### src/design/vat_pkg.sv
// vat_pkg: shared types, constants and helper functions of the vertex
// affine transform block. Used by every module of the block; no dependencies.
`default_nettype none

package vat_pkg;

	// Coordinate and fixed-point formats
	localparam int COORD_COUNT = 3;
	localparam int COORD_SEL_W = 2;
	localparam int COORD_W = 32;
	localparam int FRAC_BITS = 16;
	localparam int ROUND_HALF = 32768;
	localparam int SAT_IN_W = 2 * COORD_W;

	// Coordinate positions inside an item
	localparam logic [COORD_SEL_W-1:0] COORD_X = 2'd0;
	localparam logic [COORD_SEL_W-1:0] COORD_Y = 2'd1;
	localparam logic [COORD_SEL_W-1:0] COORD_Z = 2'd2;

	// Trig and CORDIC formats
	localparam int TRIG_W = 18;
	localparam int ANGLE_W = 19;
	localparam int CORDIC_W = 20;
	localparam int ATAN_IDX_W = 5;
	localparam int ANGLE_PI = 205887;
	localparam int ANGLE_HALF_PI = 102944;
	localparam int CORDIC_GAIN = 39797;
	localparam int TRIG_ONE = 65536;
	localparam int SCALE_ONE = 65536;

	// Defaults for top-level parameters
	localparam int CORDIC_STEPS_DEF = 16;
	localparam int QUEUE_DEPTH_DEF = 4;

	// Configuration port
	localparam int CFG_IDX_W = 3;
	localparam int CFG_DATA_W = 32;
	localparam int MODE_W = 3;

	typedef enum logic [CFG_IDX_W-1:0] {
		REG_MODE     = 3'd0,
		REG_OFFSET_X = 3'd1,
		REG_OFFSET_Y = 3'd2,
		REG_OFFSET_Z = 3'd3,
		REG_ANGLE    = 3'd4,
		REG_SCALE    = 3'd5
	} cfg_reg_t;

	typedef enum logic [MODE_W-1:0] {
		MODE_TRANSLATE = 3'd0,
		MODE_ROT_X     = 3'd1,
		MODE_ROT_Y     = 3'd2,
		MODE_ROT_Z     = 3'd3,
		MODE_SCALE     = 3'd4
	} mode_t;

	// Per-coordinate operation chosen by the front part
	typedef enum logic [1:0] {
		LANE_PASS = 2'd0,
		LANE_ADD  = 2'd1,
		LANE_MAC  = 2'd2
	} lane_op_t;

	typedef struct packed {
		lane_op_t                 op;
		logic                     scale;  // product A uses scale factor, B is zero
		logic [COORD_SEL_W-1:0]   b_sel;  // coordinate that feeds the sine product
		logic                     b_sub;  // subtract the sine product
	} lane_ctrl_t;

	typedef struct packed {
		logic signed [COORD_W-1:0] vertex_x;
		logic signed [COORD_W-1:0] vertex_y;
		logic signed [COORD_W-1:0] vertex_z;
		logic                      last_vertex;
	} in_item_t;

	typedef struct packed {
		logic signed [COORD_W-1:0] result_x;
		logic signed [COORD_W-1:0] result_y;
		logic signed [COORD_W-1:0] result_z;
		logic                      result_last;
	} out_item_t;

	typedef struct packed {
		lane_ctrl_t [COORD_COUNT-1:0] lane;
		in_item_t                     item;
	} q_entry_t;

	// Live configuration as seen by front and back
	typedef struct packed {
		logic [MODE_W-1:0]         mode;
		logic signed [COORD_W-1:0] offset_x;
		logic signed [COORD_W-1:0] offset_y;
		logic signed [COORD_W-1:0] offset_z;
		logic signed [COORD_W-1:0] scale_factor;
		logic                      angle_nz;
		logic                      scale_nz;
		logic signed [TRIG_W-1:0]  cosine_value;
		logic signed [TRIG_W-1:0]  sine_value;
	} cfg_t;

	// Saturate a wide signed value to a coordinate
	function automatic logic signed [COORD_W-1:0] sat_coord(
		input logic signed [SAT_IN_W-1:0] v
	);
		logic signed [COORD_W-1:0] r;
		if (&v[SAT_IN_W-1:COORD_W-1] || ~|v[SAT_IN_W-1:COORD_W-1]) begin
			r = v[COORD_W-1:0];
		end else if (v[SAT_IN_W-1]) begin
			r = {1'b1, {(COORD_W-1){1'b0}}};
		end else begin
			r = {1'b0, {(COORD_W-1){1'b1}}};
		end
		return r;
	endfunction

	// Saturate a CORDIC value to the trig format
	function automatic logic signed [TRIG_W-1:0] sat_trig(
		input logic signed [CORDIC_W-1:0] v
	);
		logic signed [TRIG_W-1:0] r;
		if (&v[CORDIC_W-1:TRIG_W-1] || ~|v[CORDIC_W-1:TRIG_W-1]) begin
			r = v[TRIG_W-1:0];
		end else if (v[CORDIC_W-1]) begin
			r = {1'b1, {(TRIG_W-1){1'b0}}};
		end else begin
			r = {1'b0, {(TRIG_W-1){1'b1}}};
		end
		return r;
	endfunction

	// atan(2^-i) in Q16, rounded
	function automatic logic signed [CORDIC_W-1:0] atan_q16(
		input logic [ATAN_IDX_W-1:0] idx
	);
		logic signed [CORDIC_W-1:0] r;
		case (idx)
			5'd0:    r = CORDIC_W'(51472);
			5'd1:    r = CORDIC_W'(30386);
			5'd2:    r = CORDIC_W'(16055);
			5'd3:    r = CORDIC_W'(8150);
			5'd4:    r = CORDIC_W'(4091);
			5'd5:    r = CORDIC_W'(2047);
			5'd6:    r = CORDIC_W'(1024);
			5'd7:    r = CORDIC_W'(512);
			5'd8:    r = CORDIC_W'(256);
			5'd9:    r = CORDIC_W'(128);
			5'd10:   r = CORDIC_W'(64);
			5'd11:   r = CORDIC_W'(32);
			5'd12:   r = CORDIC_W'(16);
			5'd13:   r = CORDIC_W'(8);
			5'd14:   r = CORDIC_W'(4);
			5'd15:   r = CORDIC_W'(2);
			5'd16:   r = CORDIC_W'(1);
			default: r = '0;
		endcase
		return r;
	endfunction

endpackage

`default_nettype wire

### src/design/vat_queue.sv
// vat_queue: short FIFO of classified items between front and back.
// Depends on vat_pkg.
`default_nettype none

module vat_queue #(
	parameter int DEPTH = vat_pkg::QUEUE_DEPTH_DEF
) (
	input  wire logic              clk,
	input  wire logic              arst_n,
	input  wire logic              push,
	input  wire vat_pkg::q_entry_t push_entry,
	output logic                   full,
	input  wire logic              pop,
	output logic                   entry_valid,
	output vat_pkg::q_entry_t      pop_entry
);

	localparam int PTR_W = (DEPTH > 1) ? $clog2(DEPTH) : 1;
	localparam int CNT_W = $clog2(DEPTH + 1);

	vat_pkg::q_entry_t mem_q [DEPTH];
	logic [PTR_W-1:0]  wr_ptr_q, rd_ptr_q;
	logic [CNT_W-1:0]  count_q;

	function automatic logic [PTR_W-1:0] next_ptr(input logic [PTR_W-1:0] p);
		return (p == PTR_W'(DEPTH - 1)) ? '0 : p + PTR_W'(1);
	endfunction

	// Pointers and fill count
	always_ff @(posedge clk or negedge arst_n) begin
		if (!arst_n) begin
			wr_ptr_q <= '0;
			rd_ptr_q <= '0;
			count_q  <= '0;
		end else begin
			if (push) begin
				wr_ptr_q <= next_ptr(wr_ptr_q);
			end
			if (pop) begin
				rd_ptr_q <= next_ptr(rd_ptr_q);
			end
			count_q <= count_q + CNT_W'(push) - CNT_W'(pop);
		end
	end

	// Entry storage
	always_ff @(posedge clk) begin
		if (push) begin
			mem_q[wr_ptr_q] <= push_entry;
		end
	end

	assign full        = (count_q == CNT_W'(DEPTH));
	assign entry_valid = (count_q != '0);
	assign pop_entry   = mem_q[rd_ptr_q];

endmodule

`default_nettype wire

### config.mk
export PLATFORM = sky130hd
export DESIGN_NAME = vat_queue
export DESIGN_NICKNAME = d
export VERILOG_FILES = /design/src/design/vat_pkg.sv /design/src/design/vat_queue.sv
export SDC_FILE = /design/constraint.sdc
export NUM_CORES = 1
export LEC_CHECK = 0
export BUFFER_PORTS_ARGS = -buffer_cell sky130_fd_sc_hd__buf_2
export CORE_MARGIN = 4
export CORE_UTILIZATION = 57
export DETAILED_ROUTE_END_ITERATION = 8
export GPL_TIMING_DRIVEN = 0
export HOLD_SLACK_MARGIN = 0.15
export PLACE_DENSITY = 0.89
export SKIP_CTS_REPAIR_TIMING = 1
export SLEW_MARGIN = 10
export SYNTH_ARGS = -nofsm -noshare
export SYNTH_HDL_FRONTEND = slang
export SYNTH_SLANG_ARGS = --single-unit
### constraint.sdc
create_clock -name clk -period 4.85 [get_ports clk]
set_clock_uncertainty 0.05 [all_clocks]
set_input_delay 0.2425 -clock clk [delete_from_list [all_inputs] [get_ports clk]]
set_output_delay 0.2425 -clock clk [all_outputs]
set_load 0.05 [all_outputs]
==> flow_summary_export.csv <==
group,metric,value,unit
worst_setup_path,worst_setup_path_end_kind,"output port",
floorplanning,fp.dieArea,32600,um^2
logic_synthesis,syn_area_per_cell,26.6,um^2
logic_synthesis,syn_inst,637,
clock_network,cts_htree_levels,2,
floorplanning,ios,236,
logic_synthesis,synth_nets,764,
worst_setup_path,cpPeakStageDelay,0.63,ns
detailed_routing,routed-wl-met3,2650,um
clock_network,clock-sinks,467,
worst_setup_path,cp.required,4.56,ns
detailed_routing,drt-total-wl,36700,um
timing,rsz0062_at_grt,"false",
cells_and_area,fin_area,21400,um^2
logic_synthesis,synth_area_leaders,"edfxtp_1 81%, mux4_2 15%, dfrtp_1 1.0%, ha_1 0.52%, buf_2 0.41%",
global_route,grt_pass1_vias,8512,
logic_synthesis,synth.most_common_cell,"edfxtp_1",
clock_network,tritoncts,"built",
worst_setup_path,critPathLaunch,"rd_ptr_q[1]",
worst_setup_path,critPathBufInv,3,
floorplanning,die_w,181,um
worst_setup_path,r2r_end,"mem_q[0][29]",
timing,period_share,0.580,
detailed_routing,wl_met2,19800,um
global_route,grt_max_degree,54,
clock_network,root_buffer,"clkbuf_16",
timing,setup_slack,2.04,ns
floorplanning,row_count,62,
timing,worst_slew_pin_slew,0.774,ns
worst_setup_path,rr_startpoint,"wr_ptr_q[0]",
pwr,power_density,660,nW/um^2
global_route,antenna_found_initial,0,
global_route,grt_pass1_wl,51500,um
cells_and_area,final_util,0.737,
placed_design,pre_cts_ws,2.55,ns
pwr,p_leak,7.42,nW
worst_setup_path,path_class,"reg -> out",
clock_network,clock_latency,0.52,ns
global_route,grt_use_total,0.207,
hold_path,hold_path.class,"in -> reg",
placed_design,place_area,18800,um^2
timing,setup_viol,0,
run_status,status,"finished clean",
timing,period_needed,2.81,ns
clock_network,clk_pin_slew,0.06,ns
cells_and_area,final_nets,1173,
detailed_routing,post_drt_wl_per_cell,25.2,um
floorplanning,fp.coreArea,29000,um^2
worst_setup_path,rrSetupSlack,2.59,ns
detailed_routing,drc,0,
logic_synthesis,synth_top_cell_by_area,"edfxtp_1",
placed_design,post-place-cells,1264,
timing,hold_viol,0,
detailed_routing,top_layer_used,"met4",
timing,slew_violations,0,
placed_design,port_buffers,235,
logic_synthesis,syn_area,17000,um^2
worst_setup_path,path_depth,4,
worst_setup_path,cp_max_fo,10,
logic_synthesis,ys.flop_type,"edfxtp_1",
cells_and_area,area_growth,26.0,%
timing,fmax,355,MHz
worst_setup_path,start_kind,"flip-flop",
worst_setup_path,cp_common_cell,"buf_2",
timing,fin_hold_ws,0.412,ns
logic_synthesis,ys_async_sr_fraction,0.0150,
detailed_routing,wl_met1,13200,um
logic_synthesis,yosys-top-cells-count,"460 x edfxtp_1, 115 x mux4_2, 14 x buf_2, 7 x dfrtp_1, 7 x ha_1",
detailed_routing,drt_iter0_markers,586,
timing,tns,0,ns
clock_network,clk_path_buf_depth,3,
worst_setup_path,cp_cell_sequence,"buf_2, clkbuf_1, mux4_2, buf_2",
worst_setup_path,r2r_cells,5,
worst_setup_path,crit_slowest_cell,"clkbuf_1",
logic_synthesis,yosysUniqueCellTypes,19,
worst_setup_path,arrival,2.52,ns
floorplanning,die_y,181,um
global_route,grt_remaining_overflow,0,
worst_setup_path,cp_top_family,"buffers and inverters",
placed_design,dp_hpwl,21200,um
detailed_routing,vias_per_cell,5.74,
logic_synthesis,yosys_warnings,0,
logic_synthesis,synth_edf_count,460,
flow_run,drv_cap,0,
cells_and_area,diodes,0,
pwr,peakVddDrop,0.546,mV
logic_synthesis,synth_top_cell_area_share,0.814,
worst_setup_path,crit_path_end,"pop_entry[19]",
detailed_routing,ant_nets,0,
cells_and_area,stdcell_count,1456,
detailed_routing,routed-via-count,8364,
clock_network,cts_buffers,45,
placed_design,routabilityCongestion,0.701,
cells_and_area,drive_above_1_share,0.414,
timing,slew_headroom,0.484,
detailed_routing,dr.pass1.iters,5,
logic_synthesis,synth-seq-cells,467,
pwr,finalPower,14.1,mW
floorplanning,initial_core_util,0.585,
logic_synthesis,seq_area_frac_synth,0.824,
registers in the layout (all words and copies together) (netlist names):
name and cells:
rd_ptr_q 2, wr_ptr_q 2, count_q 3, mem_q 460
how the worst min path moves through the flow:
stage	depth (start not counted)	end	startpoint	slack [ns]
6_report	2	mem_q[2][97]	push_entry[97]	0.41
5_1_grt	2	mem_q[3][97]	push_entry[97]	0.41
4_1_cts	1	count_q[0]	arst_n	-0.52
3_5_place_dp	1	count_q[0]	arst_n	0.03
3_3_place_gp	1	count_q[0]	arst_n	0.03
2_1_floorplan	0	count_q[0]	arst_n	-0.10
worst register-to-register path, cell delays in order (launching register included):
cell and delay [ns]:
dfrtp_1 0.43, inv_1 0.14, ha_1 0.20, and2_4 0.46
buf_16 0.33, buf_16 0.30
cells by family after synthesis:
kind of cell / synth area share
muxes: 0.154
xor gates and xnor gates: 0.00103
buffers and inverters: 0.0105
DFF: 0.824
AOI/OAI and AO/OA: 0.000590
adders and majority gates: 0.00634
and+or+nand+nor: 0.00317
cells in the final DEF, fill, tap and decap left out, drive strengths merged:
cell,count
and2,4
ha,7
nor2,1
xnor2,2
bufinv,3
mux2,2
buf,263
clkinvlp,3
dlygate4sd3,119
nand2,1
clkbuf,56
inv,6
o21ai,2
and3,1
edfxtp,460
or3,1
clkinv,17
dfrtp,7
fa,1
mux4,115
or3b,1
per-layer routing:
metal | vias up | global-route usage
li1 | 3570 | -
met2 | 395 | 0.349
met4 | 0 | 0.0614
met5 | - | 0
met3 | 69 | 0.0482
met1 | 4330 | 0.275
area by class of cell:
cell class / count / area, um^2
clock buffers: 50 / 1140
well taps: 384 / 480
clock inverters: 23 / 198
inverters: 6 / 22.5
plain buffers: 26 / 156
flip-flops and latches: 467 / 14000
fillers: 1566 / 7640
repair buffers: 362 / 2570
multi-input cells: 138 / 2810
power by group:
group          total [mW]  switching (mW)  internal, mW
Sequential           5.35           0.177          5.17
Combinational        5.56            3.86          1.70
Clock                3.21            1.36          1.85
Total                14.1            5.40          8.71
(Power assumes the default switching activity.)
