===== config.mk =====
export PLATFORM = sky130hd
export DESIGN_NAME = vat_cordic
export DESIGN_NICKNAME = d
export VERILOG_FILES = /design/src/design/vat_pkg.sv /design/src/design/vat_cordic.sv
export SDC_FILE = /design/constraint.sdc
export NUM_CORES = 1
export LEC_CHECK = 0
export BUFFER_PORTS_ARGS = -buffer_cell sky130_fd_sc_hd__clkbuf_2
export CAP_MARGIN = 40
export CORE_MARGIN = 5
export CORE_UTILIZATION = 55
export DETAILED_ROUTE_END_ITERATION = 10
export PLACE_DENSITY = 0.73
export SKIP_LAST_GASP = 1
export SLEW_MARGIN = 20
export SYNTH_ARGS = -nofsm -noshare
export SYNTH_HDL_FRONTEND = slang
export SYNTH_SLANG_ARGS = --single-unit

===== constraint.sdc =====
create_clock -name clk -period 18.1 [get_ports clk]
set_clock_uncertainty 0.15 [all_clocks]
set_input_delay 0 -clock clk [delete_from_list [all_inputs] [get_ports clk]]
set_output_delay 0 -clock clk [all_outputs]
set_load 0.005 [all_outputs]

===== src/design/vat_pkg.sv =====
// vat_pkg: shared types, constants and helper functions of the vertex
// affine transform block. Used by every module of the block; no dependencies.
`default_nettype none

package vat_pkg;

	// Coordinate and fixed-point formats
	localparam int COORD_COUNT = 3;
	localparam int COORD_SEL_W = 2;
	localparam int COORD_W = 32;
	localparam int FRAC_BITS = 16;
	localparam int ROUND_HALF = 32768;
	localparam int SAT_IN_W = 2 * COORD_W;

	// Coordinate positions inside an item
	localparam logic [COORD_SEL_W-1:0] COORD_X = 2'd0;
	localparam logic [COORD_SEL_W-1:0] COORD_Y = 2'd1;
	localparam logic [COORD_SEL_W-1:0] COORD_Z = 2'd2;

	// Trig and CORDIC formats
	localparam int TRIG_W = 18;
	localparam int ANGLE_W = 19;
	localparam int CORDIC_W = 20;
	localparam int ATAN_IDX_W = 5;
	localparam int ANGLE_PI = 205887;
	localparam int ANGLE_HALF_PI = 102944;
	localparam int CORDIC_GAIN = 39797;
	localparam int TRIG_ONE = 65536;
	localparam int SCALE_ONE = 65536;

	// Defaults for top-level parameters
	localparam int CORDIC_STEPS_DEF = 16;
	localparam int QUEUE_DEPTH_DEF = 4;

	// Configuration port
	localparam int CFG_IDX_W = 3;
	localparam int CFG_DATA_W = 32;
	localparam int MODE_W = 3;

	typedef enum logic [CFG_IDX_W-1:0] {
		REG_MODE     = 3'd0,
		REG_OFFSET_X = 3'd1,
		REG_OFFSET_Y = 3'd2,
		REG_OFFSET_Z = 3'd3,
		REG_ANGLE    = 3'd4,
		REG_SCALE    = 3'd5
	} cfg_reg_t;

	typedef enum logic [MODE_W-1:0] {
		MODE_TRANSLATE = 3'd0,
		MODE_ROT_X     = 3'd1,
		MODE_ROT_Y     = 3'd2,
		MODE_ROT_Z     = 3'd3,
		MODE_SCALE     = 3'd4
	} mode_t;

	// Per-coordinate operation chosen by the front part
	typedef enum logic [1:0] {
		LANE_PASS = 2'd0,
		LANE_ADD  = 2'd1,
		LANE_MAC  = 2'd2
	} lane_op_t;

	typedef struct packed {
		lane_op_t                 op;
		logic                     scale;  // product A uses scale factor, B is zero
		logic [COORD_SEL_W-1:0]   b_sel;  // coordinate that feeds the sine product
		logic                     b_sub;  // subtract the sine product
	} lane_ctrl_t;

	typedef struct packed {
		logic signed [COORD_W-1:0] vertex_x;
		logic signed [COORD_W-1:0] vertex_y;
		logic signed [COORD_W-1:0] vertex_z;
		logic                      last_vertex;
	} in_item_t;

	typedef struct packed {
		logic signed [COORD_W-1:0] result_x;
		logic signed [COORD_W-1:0] result_y;
		logic signed [COORD_W-1:0] result_z;
		logic                      result_last;
	} out_item_t;

	typedef struct packed {
		lane_ctrl_t [COORD_COUNT-1:0] lane;
		in_item_t                     item;
	} q_entry_t;

	// Live configuration as seen by front and back
	typedef struct packed {
		logic [MODE_W-1:0]         mode;
		logic signed [COORD_W-1:0] offset_x;
		logic signed [COORD_W-1:0] offset_y;
		logic signed [COORD_W-1:0] offset_z;
		logic signed [COORD_W-1:0] scale_factor;
		logic                      angle_nz;
		logic                      scale_nz;
		logic signed [TRIG_W-1:0]  cosine_value;
		logic signed [TRIG_W-1:0]  sine_value;
	} cfg_t;

	// Saturate a wide signed value to a coordinate
	function automatic logic signed [COORD_W-1:0] sat_coord(
		input logic signed [SAT_IN_W-1:0] v
	);
		logic signed [COORD_W-1:0] r;
		if (&v[SAT_IN_W-1:COORD_W-1] || ~|v[SAT_IN_W-1:COORD_W-1]) begin
			r = v[COORD_W-1:0];
		end else if (v[SAT_IN_W-1]) begin
			r = {1'b1, {(COORD_W-1){1'b0}}};
		end else begin
			r = {1'b0, {(COORD_W-1){1'b1}}};
		end
		return r;
	endfunction

	// Saturate a CORDIC value to the trig format
	function automatic logic signed [TRIG_W-1:0] sat_trig(
		input logic signed [CORDIC_W-1:0] v
	);
		logic signed [TRIG_W-1:0] r;
		if (&v[CORDIC_W-1:TRIG_W-1] || ~|v[CORDIC_W-1:TRIG_W-1]) begin
			r = v[TRIG_W-1:0];
		end else if (v[CORDIC_W-1]) begin
			r = {1'b1, {(TRIG_W-1){1'b0}}};
		end else begin
			r = {1'b0, {(TRIG_W-1){1'b1}}};
		end
		return r;
	endfunction

	// atan(2^-i) in Q16, rounded
	function automatic logic signed [CORDIC_W-1:0] atan_q16(
		input logic [ATAN_IDX_W-1:0] idx
	);
		logic signed [CORDIC_W-1:0] r;
		case (idx)
			5'd0:    r = CORDIC_W'(51472);
			5'd1:    r = CORDIC_W'(30386);
			5'd2:    r = CORDIC_W'(16055);
			5'd3:    r = CORDIC_W'(8150);
			5'd4:    r = CORDIC_W'(4091);
			5'd5:    r = CORDIC_W'(2047);
			5'd6:    r = CORDIC_W'(1024);
			5'd7:    r = CORDIC_W'(512);
			5'd8:    r = CORDIC_W'(256);
			5'd9:    r = CORDIC_W'(128);
			5'd10:   r = CORDIC_W'(64);
			5'd11:   r = CORDIC_W'(32);
			5'd12:   r = CORDIC_W'(16);
			5'd13:   r = CORDIC_W'(8);
			5'd14:   r = CORDIC_W'(4);
			5'd15:   r = CORDIC_W'(2);
			5'd16:   r = CORDIC_W'(1);
			default: r = '0;
		endcase
		return r;
	endfunction

endpackage

`default_nettype wire


===== src/design/vat_cordic.sv =====
// vat_cordic: iterative CORDIC that turns the rotation angle into cosine and
// sine, one step per cycle, and holds them. Depends on vat_pkg.
`default_nettype none

module vat_cordic #(
	parameter int STEPS = vat_pkg::CORDIC_STEPS_DEF
) (
	input  wire logic                                   clk,
	input  wire logic                                   arst_n,
	input  wire logic                                   start,
	input  wire logic signed [vat_pkg::ANGLE_W-1:0]     angle,
	output logic                                        busy,
	output logic signed [vat_pkg::TRIG_W-1:0]           cosine_value,
	output logic signed [vat_pkg::TRIG_W-1:0]           sine_value
);

	localparam int CNT_W = $clog2(STEPS);
	localparam int CW = vat_pkg::CORDIC_W;

	logic                   busy_q;
	logic [CNT_W-1:0]       cnt_q;
	logic                   flip_q;
	logic signed [CW-1:0]   x_q, y_q, z_q;
	logic signed [vat_pkg::TRIG_W-1:0] cos_q, sin_q;

	logic signed [CW-1:0]   a_ext, a_clamp, z_init;
	logic                   flip_init;
	logic signed [CW-1:0]   nx, ny, nz, atan_v, fx, fy;
	logic                   last_step;

	// Clamp to plus or minus pi, then fold into plus or minus pi/2
	always_comb begin
		a_ext = CW'(angle);
		if (a_ext > CW'(vat_pkg::ANGLE_PI)) begin
			a_clamp = CW'(vat_pkg::ANGLE_PI);
		end else if (a_ext < -CW'(vat_pkg::ANGLE_PI)) begin
			a_clamp = -CW'(vat_pkg::ANGLE_PI);
		end else begin
			a_clamp = a_ext;
		end
		flip_init = 1'b1;
		if (a_clamp > CW'(vat_pkg::ANGLE_HALF_PI)) begin
			z_init = a_clamp - CW'(vat_pkg::ANGLE_PI);
		end else if (a_clamp < -CW'(vat_pkg::ANGLE_HALF_PI)) begin
			z_init = a_clamp + CW'(vat_pkg::ANGLE_PI);
		end else begin
			z_init = a_clamp;
			flip_init = 1'b0;
		end
	end

	// One micro-rotation
	always_comb begin
		atan_v = vat_pkg::atan_q16(vat_pkg::ATAN_IDX_W'(cnt_q));
		if (!z_q[CW-1]) begin
			nx = x_q - (y_q >>> cnt_q);
			ny = y_q + (x_q >>> cnt_q);
			nz = z_q - atan_v;
		end else begin
			nx = x_q + (y_q >>> cnt_q);
			ny = y_q - (x_q >>> cnt_q);
			nz = z_q + atan_v;
		end
		fx = flip_q ? -nx : nx;
		fy = flip_q ? -ny : ny;
		last_step = (cnt_q == CNT_W'(STEPS - 1));
	end

	// Control: busy flag and step counter
	always_ff @(posedge clk or negedge arst_n) begin
		if (!arst_n) begin
			busy_q <= 1'b0;
			cnt_q  <= '0;
		end else if (start) begin
			busy_q <= 1'b1;
			cnt_q  <= '0;
		end else if (busy_q) begin
			busy_q <= !last_step;
			cnt_q  <= cnt_q + CNT_W'(1);
		end
	end

	// Held trig results
	always_ff @(posedge clk or negedge arst_n) begin
		if (!arst_n) begin
			cos_q <= vat_pkg::TRIG_W'(vat_pkg::TRIG_ONE);
			sin_q <= '0;
		end else if (busy_q && last_step && !start) begin
			cos_q <= vat_pkg::sat_trig(fx);
			sin_q <= vat_pkg::sat_trig(fy);
		end
	end

	// Iteration datapath
	always_ff @(posedge clk) begin
		if (start) begin
			x_q    <= CW'(vat_pkg::CORDIC_GAIN);
			y_q    <= '0;
			z_q    <= z_init;
			flip_q <= flip_init;
		end else if (busy_q) begin
			x_q <= nx;
			y_q <= ny;
			z_q <= nz;
		end
	end

	assign busy         = busy_q;
	assign cosine_value = cos_q;
	assign sine_value   = sin_q;

endmodule

`default_nettype wire


==> key figures <==
Die
  • Initial Util: approximately 56%
  • Rows: 55
  • Die Area: approximately 26,000 µm²
  • Die Span Y: roughly 160 µm
  • Area of the placeable core: 22,600 µm²
  • Die boundary width: 161 µm
  • Count of boundary I/O pins: 59

Clock tree
  • Clk root buf: sky130_fd_sc_hd__clkbuf_16
  • Number of CTS-inserted buffers: 9
  • H-tree levels: 3
  • Number of clock sinks: 102
  • Maximum buffer depth of the clock tree: 2
  • CTS tree: done
  • Resized cells post-CTS: 0
  • Latest clock arrival within the worst-skew pair: 0.38 ns
  • Clock transition time at the flip-flop clock pins of the worst setup and hold paths: 0.08 ns

Cells and area
  • Ant diodes: 0
  • Final #Nets: 1,625
  • Share of post-route cells with drive strength above 1: between 10% and 20%
  • Layout overhead on the synthesized area: 5.60%
  • Commonest cells after routing, fill and taps aside: 175 x sky130_fd_sc_hd__nor2_1, 113 x sky130_fd_sc_hd__nand2_1, 107 x sky130_fd_sc_hd__a21oi_1
  • Final Non-Filler Cells: 1,816
  • Most common library cell in the layout ignoring fill and taps: sky130_fd_sc_hd__nor2_1

STA
  • Fin worst setup slack: between 10 and 15 ns
  • Transition time of the tightest slew-check pin: 0.834 ns
  • Ratio of final minimum period to clock period: between 40% and 50%
  • Hold violation total from the final report: 0
  • Max Transition Viols Final: 0
  • Min Hold Slack: 0.0247 ns
  • Max_slew headroom: 44.4%
  • Endpoints failing setup: 0
  • Highest attainable clock frequency: roughly 0.13 GHz
  • Unrepaired setup endpoints after global routing: no
  • Final Critical Period: between 7 and 8 ns
  • Setup TNS after final layout: 0 ns

Yosys
  • Netlist area before placement: between 10,000 and 15,000 µm²
  • Synth Flop Type: sky130_fd_sc_hd__dfxtp_1
  • Number of warning messages in the yosys log: 0
  • Number of enable flip-flop cells after synthesis: 21
  • Sequential cell area fraction in the yosys report: 19.5%
  • Number of standard cells after synthesis: 1,530
  • Post-synthesis async set-or-reset flop share: 40.2%
  • Unique masters post-synth: 104
  • #FFs+latches synth: around 100
  • Number of nets produced by synthesis: 1,629
  • Syn avg cell area: just over 8 µm²

Global routing
  • Grt ovf: 0
  • First-pass GRT wire length: 59,900 µm
  • Overall routing resource usage: about 28%
  • Largest net degree at the start of global routing: 69
  • Number of global-route vias before repair: 11,485
  • Antenna violations before repair: 0

Worst setup path
  • Crit path launch type: flop
  • Critical path class: flop to flop
  • Arrival time worst endpoint: 7.67 ns
  • Largest fanout of any net on the critical path: slightly below 50
  • R2r setup slk: 10.58 ns
  • Critical Path RT: 18.25 ns
  • Crit path capture type: flop
  • Last element of the critical path: cosine_value[16]$_DFFE_PN1P_
  • Number of cells on the worst reg-to-reg path: 21
  • Timing startpoint of the critical path: cnt_q[0]$_DFFE_PN0P_
  • Worst reg2reg startpoint: cnt_q[0]$_DFFE_PN0P_
  • Reg2reg end: cosine_value[16]$_DFFE_PN1P_

Routing
  • Final Routed Wirelength: approximately 37,000 µm
  • Antenna-violating nets left: 0
  • Drt first-iter violations: between 1,000 and 1,500
  • DRC viols: 0
  • Mean number of vias per cell: around 6.7
  • Total vias in the final route: 12,127
  • First drt pass iteration count: 6
  • Average routed wire per standard cell: slightly above 20 µm

Worst hold path
  • Type of the worst min-delay path: input port to flop

Run
  • Number of max-cap violations: 0

Placement
  • Placed wire-length estimate after detailed placement: 28,000 µm
  • Placed cells: 1,796
  • Placement-stage worst setup slack: between 10 and 15 ns
  • RePlAce Congestion: 0.935
  • Number of input and output port buffers inserted: between 50 and 60

Status
  • Outcome: finished, final reports clean
==> final cells by class <==
cell class,instances,area [µm²]
multi-input cells,1286,9520
fillers,2053,9320
flip-flops and latches,102,2460
repair buffers,82,495
well taps,285,357
clock buffers,9,225
inverters,45,169
clock inverters,7,88.8
==> Yosys cell counts, drive strengths merged (6+ instances only) <==
cell type    n  area, µm²
edfxtp      21        631
nor4b        6       67.6
and2        17        106
nand4       15       93.8
a31oi       25        178
a21o        27        203
clkbuf      62        233
a211oi      20        163
xor2        45        402
nand2b      22        138
nand3       31        155
and3        14       87.6
o22ai       11       68.8
o41ai        9       78.8
dfrtp       40       1000
o21ai       82        410
o31ai       18        135
nor2b       24        150
xnor2       89        813
or2         10       62.6
a211o       10       87.6
a41oi        6       52.6
ha          74        926
buf         35        233
inv         42        158
mux2i       43        430
nor4        12       87.6
a21oi      108        544
nor2       176        668
a22o         6       52.6
mux2        18        203
or3         12       80.1
mux4        37        852
a22oi       14        105
dfxtp       40        801
a31o         8       70.1
a221o       35        350
a2111oi      6       71.3
nand2      113        424
a21boi       7       52.6
o21bai      11       82.6
o211ai      13       97.6
nor3        34        175
==> flip-flops by register name (all words and copies together), names as in the netlist <==
name	cells
flip_q	1
cosine_value	18
sine_value	18
cnt_q	4
x_q	20
y_q	20
z_q	20
busy	1
==> layer usage <==
metal	vias to the layer above	routed length, µm	global-route usage [%]
met5	-	0	0
met4	0	1660	11.9
met3	108	2660	4.06
met2	534	17800	48.0
met1	5732	15100	34.8
li1	5753	-	-
==> worst max-delay path, cell delays in order, from the launching register on <==
cell	delay, ns
sky130_fd_sc_hd__dfrtp_2	0.35
sky130_fd_sc_hd__buf_4	0.54
sky130_fd_sc_hd__clkinv_1	0.79
sky130_fd_sc_hd__mux2_2	0.52
sky130_fd_sc_hd__nand2b_1	0.20
sky130_fd_sc_hd__a2111oi_4	0.38
sky130_fd_sc_hd__and2_1	0.20
sky130_fd_sc_hd__nand3_1	0.18
sky130_fd_sc_hd__nand2_1	0.15
sky130_fd_sc_hd__xnor2_1	0.14
sky130_fd_sc_hd__ha_1	0.32
sky130_fd_sc_hd__o21ai_0	0.25
sky130_fd_sc_hd__a22oi_1	0.12
sky130_fd_sc_hd__and2_1	0.19
sky130_fd_sc_hd__a2111o_1	0.41
sky130_fd_sc_hd__a31o_2	0.27
sky130_fd_sc_hd__xor2_1	0.19
sky130_fd_sc_hd__or4_1	0.60
sky130_fd_sc_hd__o31ai_1	0.27
sky130_fd_sc_hd__a21bo_1	0.26
sky130_fd_sc_hd__a311oi_4	0.72
sky130_fd_sc_hd__a221o_1	0.25
==> through the flow <==
step | instance area (µm²) | utilization [%]
2_1_floorplan | 12600 | -
3_3_place_gp | 12900 | 57.1
3_5_place_dp | 13000 | 57.2
4_1_cts | 13300 | 58.8
5_1_grt | 13300 | 58.8
6_report | 13300 | 58.8
==> cell families after synthesis <==
| kind of cell | synth area share (%) |
|---|---|
| AND/OR/NAND/NOR | 19.3 |
| AO/OA/AOI/OAI | 26.6 |
| buffers and inverters | 5.03 |
| XOR/XNOR | 10.0 |
| flip-flops | 19.5 |
| multiplexers | 11.8 |
| adder cells (fa/ha/maj) | 7.82 |
==> worst min-delay path by stage <==
stage,slack [ns],cells past startpoint,to,from
after floorplan,-0.45,0,busy$_DFF_PN0_,arst_n
after detailed placement,-0.16,1,cosine_value[0]$_DFFE_PN0P_,arst_n
after global routing,0.06,3,z_q[5]$_DFFE_PP_,angle[5]
after global placement,0.09,1,cosine_value[0]$_DFFE_PN0P_,arst_n
after CTS,0.03,4,z_q[15]$_DFFE_PP_,angle[15]
final,0.02,4,z_q[15]$_DFFE_PP_,angle[15]
==> repair_timing <==
action / in CTS / in global routing
endpoints found under the setup margin: 0 / 0
hold buffers: 3 / 0
setup buffers: 0 / 0
hold endpoints to repair: 49 / 0
Power is left out: the tool's default activity adds up to more than one toggle a clock period on the data nets, which glitch-free logic cannot reach.
