[src/design/vat_pkg.sv]
// vat_pkg: shared types, constants and helper functions of the vertex
// affine transform block. Used by every module of the block; no dependencies.
`default_nettype none

package vat_pkg;

	// Coordinate and fixed-point formats
	localparam int COORD_COUNT = 3;
	localparam int COORD_SEL_W = 2;
	localparam int COORD_W = 32;
	localparam int FRAC_BITS = 16;
	localparam int ROUND_HALF = 32768;
	localparam int SAT_IN_W = 2 * COORD_W;

	// Coordinate positions inside an item
	localparam logic [COORD_SEL_W-1:0] COORD_X = 2'd0;
	localparam logic [COORD_SEL_W-1:0] COORD_Y = 2'd1;
	localparam logic [COORD_SEL_W-1:0] COORD_Z = 2'd2;

	// Trig and CORDIC formats
	localparam int TRIG_W = 18;
	localparam int ANGLE_W = 19;
	localparam int CORDIC_W = 20;
	localparam int ATAN_IDX_W = 5;
	localparam int ANGLE_PI = 205887;
	localparam int ANGLE_HALF_PI = 102944;
	localparam int CORDIC_GAIN = 39797;
	localparam int TRIG_ONE = 65536;
	localparam int SCALE_ONE = 65536;

	// Defaults for top-level parameters
	localparam int CORDIC_STEPS_DEF = 16;
	localparam int QUEUE_DEPTH_DEF = 4;

	// Configuration port
	localparam int CFG_IDX_W = 3;
	localparam int CFG_DATA_W = 32;
	localparam int MODE_W = 3;

	typedef enum logic [CFG_IDX_W-1:0] {
		REG_MODE     = 3'd0,
		REG_OFFSET_X = 3'd1,
		REG_OFFSET_Y = 3'd2,
		REG_OFFSET_Z = 3'd3,
		REG_ANGLE    = 3'd4,
		REG_SCALE    = 3'd5
	} cfg_reg_t;

	typedef enum logic [MODE_W-1:0] {
		MODE_TRANSLATE = 3'd0,
		MODE_ROT_X     = 3'd1,
		MODE_ROT_Y     = 3'd2,
		MODE_ROT_Z     = 3'd3,
		MODE_SCALE     = 3'd4
	} mode_t;

	// Per-coordinate operation chosen by the front part
	typedef enum logic [1:0] {
		LANE_PASS = 2'd0,
		LANE_ADD  = 2'd1,
		LANE_MAC  = 2'd2
	} lane_op_t;

	typedef struct packed {
		lane_op_t                 op;
		logic                     scale;  // product A uses scale factor, B is zero
		logic [COORD_SEL_W-1:0]   b_sel;  // coordinate that feeds the sine product
		logic                     b_sub;  // subtract the sine product
	} lane_ctrl_t;

	typedef struct packed {
		logic signed [COORD_W-1:0] vertex_x;
		logic signed [COORD_W-1:0] vertex_y;
		logic signed [COORD_W-1:0] vertex_z;
		logic                      last_vertex;
	} in_item_t;

	typedef struct packed {
		logic signed [COORD_W-1:0] result_x;
		logic signed [COORD_W-1:0] result_y;
		logic signed [COORD_W-1:0] result_z;
		logic                      result_last;
	} out_item_t;

	typedef struct packed {
		lane_ctrl_t [COORD_COUNT-1:0] lane;
		in_item_t                     item;
	} q_entry_t;

	// Live configuration as seen by front and back
	typedef struct packed {
		logic [MODE_W-1:0]         mode;
		logic signed [COORD_W-1:0] offset_x;
		logic signed [COORD_W-1:0] offset_y;
		logic signed [COORD_W-1:0] offset_z;
		logic signed [COORD_W-1:0] scale_factor;
		logic                      angle_nz;
		logic                      scale_nz;
		logic signed [TRIG_W-1:0]  cosine_value;
		logic signed [TRIG_W-1:0]  sine_value;
	} cfg_t;

	// Saturate a wide signed value to a coordinate
	function automatic logic signed [COORD_W-1:0] sat_coord(
		input logic signed [SAT_IN_W-1:0] v
	);
		logic signed [COORD_W-1:0] r;
		if (&v[SAT_IN_W-1:COORD_W-1] || ~|v[SAT_IN_W-1:COORD_W-1]) begin
			r = v[COORD_W-1:0];
		end else if (v[SAT_IN_W-1]) begin
			r = {1'b1, {(COORD_W-1){1'b0}}};
		end else begin
			r = {1'b0, {(COORD_W-1){1'b1}}};
		end
		return r;
	endfunction

	// Saturate a CORDIC value to the trig format
	function automatic logic signed [TRIG_W-1:0] sat_trig(
		input logic signed [CORDIC_W-1:0] v
	);
		logic signed [TRIG_W-1:0] r;
		if (&v[CORDIC_W-1:TRIG_W-1] || ~|v[CORDIC_W-1:TRIG_W-1]) begin
			r = v[TRIG_W-1:0];
		end else if (v[CORDIC_W-1]) begin
			r = {1'b1, {(TRIG_W-1){1'b0}}};
		end else begin
			r = {1'b0, {(TRIG_W-1){1'b1}}};
		end
		return r;
	endfunction

	// atan(2^-i) in Q16, rounded
	function automatic logic signed [CORDIC_W-1:0] atan_q16(
		input logic [ATAN_IDX_W-1:0] idx
	);
		logic signed [CORDIC_W-1:0] r;
		case (idx)
			5'd0:    r = CORDIC_W'(51472);
			5'd1:    r = CORDIC_W'(30386);
			5'd2:    r = CORDIC_W'(16055);
			5'd3:    r = CORDIC_W'(8150);
			5'd4:    r = CORDIC_W'(4091);
			5'd5:    r = CORDIC_W'(2047);
			5'd6:    r = CORDIC_W'(1024);
			5'd7:    r = CORDIC_W'(512);
			5'd8:    r = CORDIC_W'(256);
			5'd9:    r = CORDIC_W'(128);
			5'd10:   r = CORDIC_W'(64);
			5'd11:   r = CORDIC_W'(32);
			5'd12:   r = CORDIC_W'(16);
			5'd13:   r = CORDIC_W'(8);
			5'd14:   r = CORDIC_W'(4);
			5'd15:   r = CORDIC_W'(2);
			5'd16:   r = CORDIC_W'(1);
			default: r = '0;
		endcase
		return r;
	endfunction

endpackage

`default_nettype wire

[src/design/vat_front.sv]
// vat_front: accepts vertex items and classifies them into per-coordinate
// operations for the back part. Depends on vat_pkg.
`default_nettype none

module vat_front (
	input  wire logic              in_valid,
	output logic                   in_ready,
	input  wire vat_pkg::in_item_t in_item,
	input  wire vat_pkg::cfg_t     cfg,
	input  wire logic              trig_busy,
	input  wire logic              queue_full,
	output logic                   push,
	output vat_pkg::q_entry_t      push_entry
);

	vat_pkg::lane_ctrl_t [vat_pkg::COORD_COUNT-1:0] lane;

	// Accept while the queue has room and trig values are settled
	assign in_ready = !queue_full && !trig_busy;
	assign push     = in_valid && in_ready;

	// Rotations: lane A term is own coordinate times cosine, B term is the
	// partner coordinate times sine, added or subtracted
	always_comb begin
		for (int j = 0; j < vat_pkg::COORD_COUNT; j++) begin
			lane[j].op    = vat_pkg::LANE_PASS;
			lane[j].scale = 1'b0;
			lane[j].b_sel = vat_pkg::COORD_X;
			lane[j].b_sub = 1'b0;
		end
		unique case (cfg.mode)
			vat_pkg::MODE_TRANSLATE: begin
				for (int j = 0; j < vat_pkg::COORD_COUNT; j++) begin
					lane[j].op = vat_pkg::LANE_ADD;
				end
			end
			vat_pkg::MODE_ROT_X: begin
				if (cfg.angle_nz) begin
					lane[vat_pkg::COORD_Y].op    = vat_pkg::LANE_MAC;
					lane[vat_pkg::COORD_Y].b_sel = vat_pkg::COORD_Z;
					lane[vat_pkg::COORD_Y].b_sub = 1'b1;
					lane[vat_pkg::COORD_Z].op    = vat_pkg::LANE_MAC;
					lane[vat_pkg::COORD_Z].b_sel = vat_pkg::COORD_Y;
				end
			end
			vat_pkg::MODE_ROT_Y: begin
				if (cfg.angle_nz) begin
					lane[vat_pkg::COORD_X].op    = vat_pkg::LANE_MAC;
					lane[vat_pkg::COORD_X].b_sel = vat_pkg::COORD_Z;
					lane[vat_pkg::COORD_Z].op    = vat_pkg::LANE_MAC;
					lane[vat_pkg::COORD_Z].b_sel = vat_pkg::COORD_X;
					lane[vat_pkg::COORD_Z].b_sub = 1'b1;
				end
			end
			vat_pkg::MODE_ROT_Z: begin
				if (cfg.angle_nz) begin
					lane[vat_pkg::COORD_X].op    = vat_pkg::LANE_MAC;
					lane[vat_pkg::COORD_X].b_sel = vat_pkg::COORD_Y;
					lane[vat_pkg::COORD_X].b_sub = 1'b1;
					lane[vat_pkg::COORD_Y].op    = vat_pkg::LANE_MAC;
					lane[vat_pkg::COORD_Y].b_sel = vat_pkg::COORD_X;
				end
			end
			vat_pkg::MODE_SCALE: begin
				if (cfg.scale_nz) begin
					for (int j = 0; j < vat_pkg::COORD_COUNT; j++) begin
						lane[j].op    = vat_pkg::LANE_MAC;
						lane[j].scale = 1'b1;
					end
				end
			end
			default: begin
				// unused mode codes pass the vertex through
			end
		endcase
	end

	// Queue entry: lane controls above the vertex item
	assign push_entry = {lane, in_item};

endmodule

`default_nettype wire

[config.mk]
export PLATFORM = sky130hd
export DESIGN_NAME = vat_front
export DESIGN_NICKNAME = d
export VERILOG_FILES = /design/src/design/vat_pkg.sv /design/src/design/vat_front.sv
export SDC_FILE = /design/constraint.sdc
export NUM_CORES = 1
export LEC_CHECK = 0
export BUFFER_PORTS_ARGS = -buffer_cell sky130_fd_sc_hd__buf_2
export CORE_AREA = 2 2 148 150
export DETAILED_ROUTE_END_ITERATION = 12
export DIE_AREA = 0 0 150 152
export SLEW_MARGIN = 10
export SYNTH_ARGS = -nofsm -noshare
export SYNTH_HDL_FRONTEND = slang
export SYNTH_SLANG_ARGS = --single-unit
export TNS_END_PERCENT = 50
[constraint.sdc]
create_clock -name vclk -period 0.9
set_input_delay 0.18 -clock vclk [all_inputs]
set_output_delay 0.18 -clock vclk [all_outputs]
set_load 0.005 [all_outputs]
==> results of run 1 <==
-- synthesized netlist by cell type --
| library cell | instances |
|---|---|
| o21ai_1 | 1 |
| o21ai_2 | 1 |
| nand3b_1 | 1 |
| nor3_1 | 1 |
| conb_1 | 1 |
| nand4bb_4 | 1 |
| nor3_2 | 1 |
| buf_4 | 105 |
| nand2_1 | 1 |
| inv_1 | 1 |
| and2_1 | 1 |
| xnor2_1 | 1 |
| nor2_1 | 5 |
| nand2b_1 | 1 |
| inv_2 | 1 |
-- area by class of cell --
class | count | area (um^2) | share of cell area (%)
Tap cell | 280 | 350 | 47.5
Timing Repair Buffer | 33 | 228 | 30.9
Multi-Input combinational cell | 17 | 151 | 20.5
Inverter | 2 | 7.51 | 1.02
-- final timing paths --
| check | startpoint | endpoint | cells past startpoint |
|---|---|---|---|
| max | cfg[168] | push_entry[114] | 5 |
| min | in_item[16] | push_entry[16] | 0 |
-- report_power, final --
group,switching [mW],internal (mW)
logic,0.0664,0.0949
clock network,0,0
registers,0,0
-- timing repair --
item / in CTS / in global routing
setup endpoints to repair: 16 / 16
pin swaps: 7 / 3
setup buffers: 3 / 1
gates resized for setup: 18 / 1
endpoints found under the hold margin: 0 / 0
-- routing by layer --
metal | global-route usage (%) | up-vias
li1 | - | 124
met1 | 0.109 | 132
met2 | 2.80 | 74
met3 | 1.59 | 74
met4 | 4.94 | 0
met5 | 0 | -
-- per-stage QoR --
step	TNS, ns	utilization [%]	total power, mW	hold slack (ns)	instances
final	-0.440	3.45	0.161	0.360	332
after global routing	-1.22	3.45	0.175	0.360	332
after detailed placement	-1.40	2.93	0.111	0.360	328
after CTS	-0.582	3.39	0.158	0.360	331
after global placement	-1.20	2.93	0.109	0.360	328
after floorplan	0	-	0.407	0.391	124
-- cell families after synthesis --
kind of cell    Yosys count  share of synthesized area [%]
buf+inv                 107                           87.7
compound gates            2                           1.52
simple gates             12                           9.38
other cells               1                          0.413
xor+xnor                  1                          0.966
==> flow_metrics.tcl, run 1 <==
set metrics [dict create \
    outcome "complete, but fails checks" \
    violations "setup timing" \
    drtAntennaViolNets 0 \
    antenna_cells 0 \
    grt.overflow.total 0 \
    fin_area_um2 737 \
    viasPerCell 1.22 \
    core.rowCount 54 \
    hold_path.class "in2out" \
    synth_top_area_share_pct 86.9 \
    nClkBuffers 0 \
    drc 0 \
    placed_area_um2 626 \
    fillCellCount 2566 \
    mostFrequentLayoutCells "buf_2 (22), nor2_1 (5), buf_4 (5)" \
    dp_hpwl_um 2160 \
    crit_family "buffers and inverters" \
    cap_viol_max_count 0 \
    synthCells 123 \
    end_kind "output pin" \
    finalWorstSetupSlack_ns -0.0718 \
    grtUsageTotal_pct 1.85 \
    grt_start_max_net_pins 6 \
    yosysWarningCount 0 \
    grt_pass1_wl_um 2840 \
    max_freq_mhz 1030 \
    regArea_um2 0 \
    core_area_um2 21400 \
    initial_core_util_pct 4.25 \
    routed_wl_um 2520 \
    hold_violations 0 \
    crit_buf_inv 3 \
    cp_max_fo 3 \
    avgRoutedWirePerCell_um 7.60 \
    boundaryPins 386 \
    arrival_ns 0.79 \
    rsz0062_at_grt "yes" \
    slowest_stage "nand2b_4" \
    critPathKind "in2out" \
    dp_slack_ns -0.163 \
    drtIter0Drc 5 \
    powerDensity_nw_per_um2 219 \
    wl_met1_um 137 \
    flops_and_latches 0 \
    leakagePower_nw 0.251 \
    area_delta_synth_final_pct -18.8 \
    worst_ep_required_time_ns 0.72 \
    crit_chain "buf_6, nand2b_4, buf_4, o21ai_2, buf_2" \
    min_period_ns 0.972 \
    drive_gt1_share_pct 80.8 \
    dieWidth_um 150 \
    top_layer_used "met4" \
    vias 404 \
    seq_area_frac_synth_pct 0 \
    slowest_delay_ns 0.15 \
    die_area_um2 22800 \
    die_h_um 152 \
    first_global_vias 394 \
    cts_hold_buf 0 \
    synth_area_um2 907 \
    syn-mean-instance-area_um2 7.37 \
    finalSetupViolCount 16 \
    antenna_found_initial 0 \
    io_buffers 26 \
    final_common_cell "buf_2" \
    final_max_slew_viol_count 0 \
    synthDistinctLibCells 15 \
    gp_congestion 0.438 \
    ys_top_cells_by_area "buf_4 (87%), nand4bb_4 (3.0%), nor2_1 (2.1%), nor3_2 (1.1%), o21ai_2 (0.97%)" \
    finalCritPeriodShare_pct 108 \
    max-vdd-ir-drop_mv 0.0370 \
    synth_area_leader_cell "buf_4" \
    start_kind "input port" \
    fin_nets 323 \
    firstDrtPassIters 2 \
    wl_met3_um 738 \
    wl_met2_um 999 \
]
(Power assumes the default switching activity.)
==> run 2: changes to the inputs <==
==> constraint.sdc (replaced) <==
create_clock -name vclk -period 0.9
set_input_delay 0.18 -clock vclk [all_inputs]
set_output_delay 0.18 -clock vclk [all_outputs]
set_load 0.02 [all_outputs]
==> flow_metrics.tcl, run 2 (synthesis gave the netlist of run 1 again) <==
set metrics [dict create \
    regArea_um2 0 \
    vias 413 \
    antenna_found_initial 0 \
    hold_path.class "in2out" \
    placed_area_um2 678 \
    finalSetupViolCount 16 \
    clkPwrFrac_pct 0 \
    boundaryPins 386 \
    gp_congestion 0.447 \
    mostFrequentLayoutCells "buf_6 (13), buf_4 (9), buf_2 (7)" \
    critPathKind "in2out" \
    max-vdd-ir-drop_mv 0.0601 \
    final_common_cell "buf_6" \
    p_seq_share_pct 0 \
    drtAntennaViolNets 0 \
    fillCellCount 2555 \
    die_h_um 152 \
    dieWidth_um 150 \
    cts_hold_buf 0 \
    p_switching_mw 0.110 \
    grt_start_max_net_pins 6 \
    finalCritPeriodShare_pct 113 \
    finalWorstSetupSlack_ns -0.121 \
    p_int_mw 0.121 \
    worstHoldStart "in_item[36]" \
    hold_violations 0 \
    die_area_um2 22800 \
    min_period_ns 1.02 \
    grt_pass1_wl_um 2970 \
    flops_and_latches 0 \
    routed_wl_um 2640 \
    rsz0062_at_grt "yes" \
    end_kind "output pin" \
    comb_power_share_pct 100.0 \
    max_freq_mhz 979 \
    initial_core_util_pct 4.25 \
    avgRoutedWirePerCell_um 7.95 \
    drc 0 \
    worst_ep_required_time_ns 0.72 \
    nClkBuffers 0 \
    drtIter0Drc 16 \
    final_max_slew_viol_count 0 \
    drive_gt1_share_pct 75.0 \
    p_sw_share_pct 47.8 \
    fin_nets 323 \
    fin_area_um2 815 \
    cp_max_fo 4 \
    cp-startpoint "cfg[168]" \
    violations "setup timing" \
    first_global_vias 379 \
    area_delta_synth_final_pct -10.2 \
    holdPathStages 0 \
    core.rowCount 54 \
    start_kind "input port" \
    antenna_cells 0 \
    setup_tns_ns -1.45 \
    io_buffers 26 \
    cap_viol_max_count 0 \
    grtUsageTotal_pct 1.92 \
    firstDrtPassIters 2 \
    core_area_um2 21400 \
    viasPerCell 1.24 \
    outcome "complete, but fails checks" \
    finalPower_mw 0.231 \
    dp_hpwl_um 2260 \
    grt.overflow.total 0 \
    dp_slack_ns -0.154 \
    holdWs_ns 0.360 \
    leakagePower_nw 0.257 \
    arrival_ns 0.84 \
    powerDensity_nw_per_um2 284 \
]
[run 2: what timing repair did]
action	CTS	global route
hold endpoints to repair	0	0
gates resized for setup	35	4
pin swaps	4	3
buffers inserted	0	2
endpoints found under the setup margin	16	16
[run 2: routing by layer]
layer | wire [um] | global-route usage [%] | share of wire [%]
met5 | 0 | 0 | 0
met2 | 1040 | 3.04 | 39
met1 | 187 | 0.254 | 7.1
met4 | 725 | 4.94 | 27
met3 | 686 | 1.35 | 26
[run 2: worst paths after layout]
| check | to |
|---|---|
| max | push_entry[113] |
| min | push_entry[36] |
[run 2: critical path: stages]
cell,delay (ns)
buf_8,0.10
buf_4,0.13
nor3_4,0.27
buf_6,0.16
[run 2: stage by stage]
stage          std cells  util (%)
2_1_floorplan        124         -
3_3_place_gp         330      3.18
3_5_place_dp         330      3.18
4_1_cts              330      3.68
5_1_grt              332      3.82
6_report             332      3.82
[run 2: power groups by stage]
stage | combinational (mW) | clock [mW] | sequential, mW
after global routing | 0.244 | 0 | 0
after CTS | 0.222 | 0 | 0
final | 0.231 | 0 | 0
after detailed placement | 0.177 | 0 | 0
after global placement | 0.176 | 0 | 0
after floorplan | 0.737 | 0 | 0
[run 2: area by class of cell]
class                      count  area [um^2]  share of cell area, %
tap                          280          350                   43.0
multi-input combinational     17          140                   17.2
inverter                       2         10.0                   1.23
timing repair buffer          33          314                   38.6
==> run 3: changes to the inputs <==
--- a/config.mk
+++ b/config.mk
@@ -9,6 +9,9 @@
 export CORE_AREA = 2 2 148 150
 export DETAILED_ROUTE_END_ITERATION = 12
 export DIE_AREA = 0 0 150 152
+export GPL_TIMING_DRIVEN = 0
+export PLACE_DENSITY_LB_ADDON = 0.3
+export REMOVE_ABC_BUFFERS = 1
 export SLEW_MARGIN = 10
 export SYNTH_ARGS = -nofsm -noshare
 export SYNTH_HDL_FRONTEND = slang
==> flow_metrics.tcl, run 3 (synthesis gave the netlist of run 1 again) <==
set metrics [dict create \
    outcome "complete, but fails checks" \
    violations "setup timing" \
    finalCritPeriodShare_pct 113 \
    firstDrtPassIters 2 \
    hold_path.class "in2out" \
    vias 411 \
    antenna_found_initial 2 \
    grt.overflow.total 0 \
    avgRoutedWirePerCell_um 39.7 \
    final_common_cell "buf_6" \
    core_area_um2 21400 \
    drtAntennaViolNets 0 \
    rsz0062_at_grt "yes" \
    grt_start_max_net_pins 6 \
    core.rowCount 54 \
    antenna_cells 0 \
    dieWidth_um 150 \
    final_core_util_pct 3.52 \
    powerDensity_nw_per_um2 282 \
    start_kind "input port" \
    nClkBuffers 0 \
    final_max_slew_viol_count 0 \
    slowest_delay_ns 0.28 \
    finalWorstSetupSlack_ns -0.120 \
    cap_viol_max_count 0 \
    crit_chain "buf_8, nand4bb_4, inv_4, buf_6" \
    drc 0 \
    regArea_um2 0 \
    arrival_ns 0.84 \
    flops_and_latches 0 \
    critPathCapture "push_entry[100]" \
    die_area_um2 22800 \
    first_global_vias 338 \
    gp_congestion 0.943 \
    routed_wl_um 13000 \
    grt_pass1_wl_um 13500 \
    cp_max_fo 5 \
    max-vdd-ir-drop_mv 0.148 \
    dp_slack_ns -0.309 \
    drtIter0Drc 12 \
    viasPerCell 1.25 \
    initial_core_util_pct 4.25 \
    cp-startpoint "cfg[166]" \
    boundaryPins 386 \
    area_delta_synth_final_pct -17.1 \
    finalSetupViolCount 16 \
    critPathKind "in2out" \
    crit_buf_inv 3 \
    cp.depth 4 \
    leakagePower_nw 0.227 \
    slowest_stage "nand4bb_4" \
    end_kind "output pin" \
    crit_family "buffers and inverters" \
    drive_gt1_share_pct 79.2 \
    hold_violations 0 \
    max_freq_mhz 980 \
    worst_ep_required_time_ns 0.72 \
    dp_hpwl_um 12800 \
    grtUsageTotal_pct 10.6 \
    die_h_um 152 \
    io_buffers 26 \
    mostFrequentLayoutCells "buf_6 (11), buf_2 (9), buf_4 (7)" \
    min_period_ns 1.02 \
    fin_nets 319 \
]
run 3: worst min path at each step:
stage                           start             end  cells after the start
after floorplan            in_item[0]   push_entry[0]                      0
after global placement    in_item[96]  push_entry[96]                      0
after detailed placement  in_item[96]  push_entry[96]                      0
after CTS                 in_item[96]  push_entry[96]                      0
after global routing      in_item[95]  push_entry[95]                      0
final                     in_item[96]  push_entry[96]                      0
run 3: stage by stage:
step | setup TNS [ns] | std cells | cell area, um^2 | hold slack [ns] | power (mW)
after floorplan | -3.46 | 19 | 123 | 0.360 | 0.0808
final | -1.60 | 328 | 752 | 0.360 | 0.212
after detailed placement | -3.15 | 325 | 603 | 0.362 | 0.151
after global routing | -2.40 | 328 | 752 | 0.360 | 0.227
after CTS | -1.84 | 328 | 737 | 0.362 | 0.207
after global placement | -3.04 | 325 | 603 | 0.362 | 0.150
run 3: layout make-up:
| class | count | area (um^2) |
|---|---|---|
| timing repair buffer | 29 | 251 |
| fill | 2597 | 20600 |
| tap | 280 | 350 |
| multi-input combinational | 17 | 140 |
| inverter | 2 | 10.0 |
run 3: where the power goes:
group	internal (mW)	switching, mW	leakage [nW]
combinational	0.0980	0.114	0.227
clock	0	0	0
sequential	0	0	0
total	0.0980	0.114	0.227
run 3: repair_timing:
item / in CTS / in global routing
resized for setup: 36 / 4
endpoints found under the setup margin: 16 / 16
setup buffers: 3 / 0
endpoints found under the hold margin: 0 / 0
pin swaps: 5 / 2
hold buffers: 0 / 0
run 3: per-layer routing:
layer / vias to the layer above / global-route usage, % / part of all wire (%)
li1: 118 / - / -
met1: 155 / 2.16 / 6.9
met2: 132 / 21.6 / 55
met3: 4 / 17.2 / 37
met4: 2 / 0.854 / 0.97
met5: - / 0 / 0.092
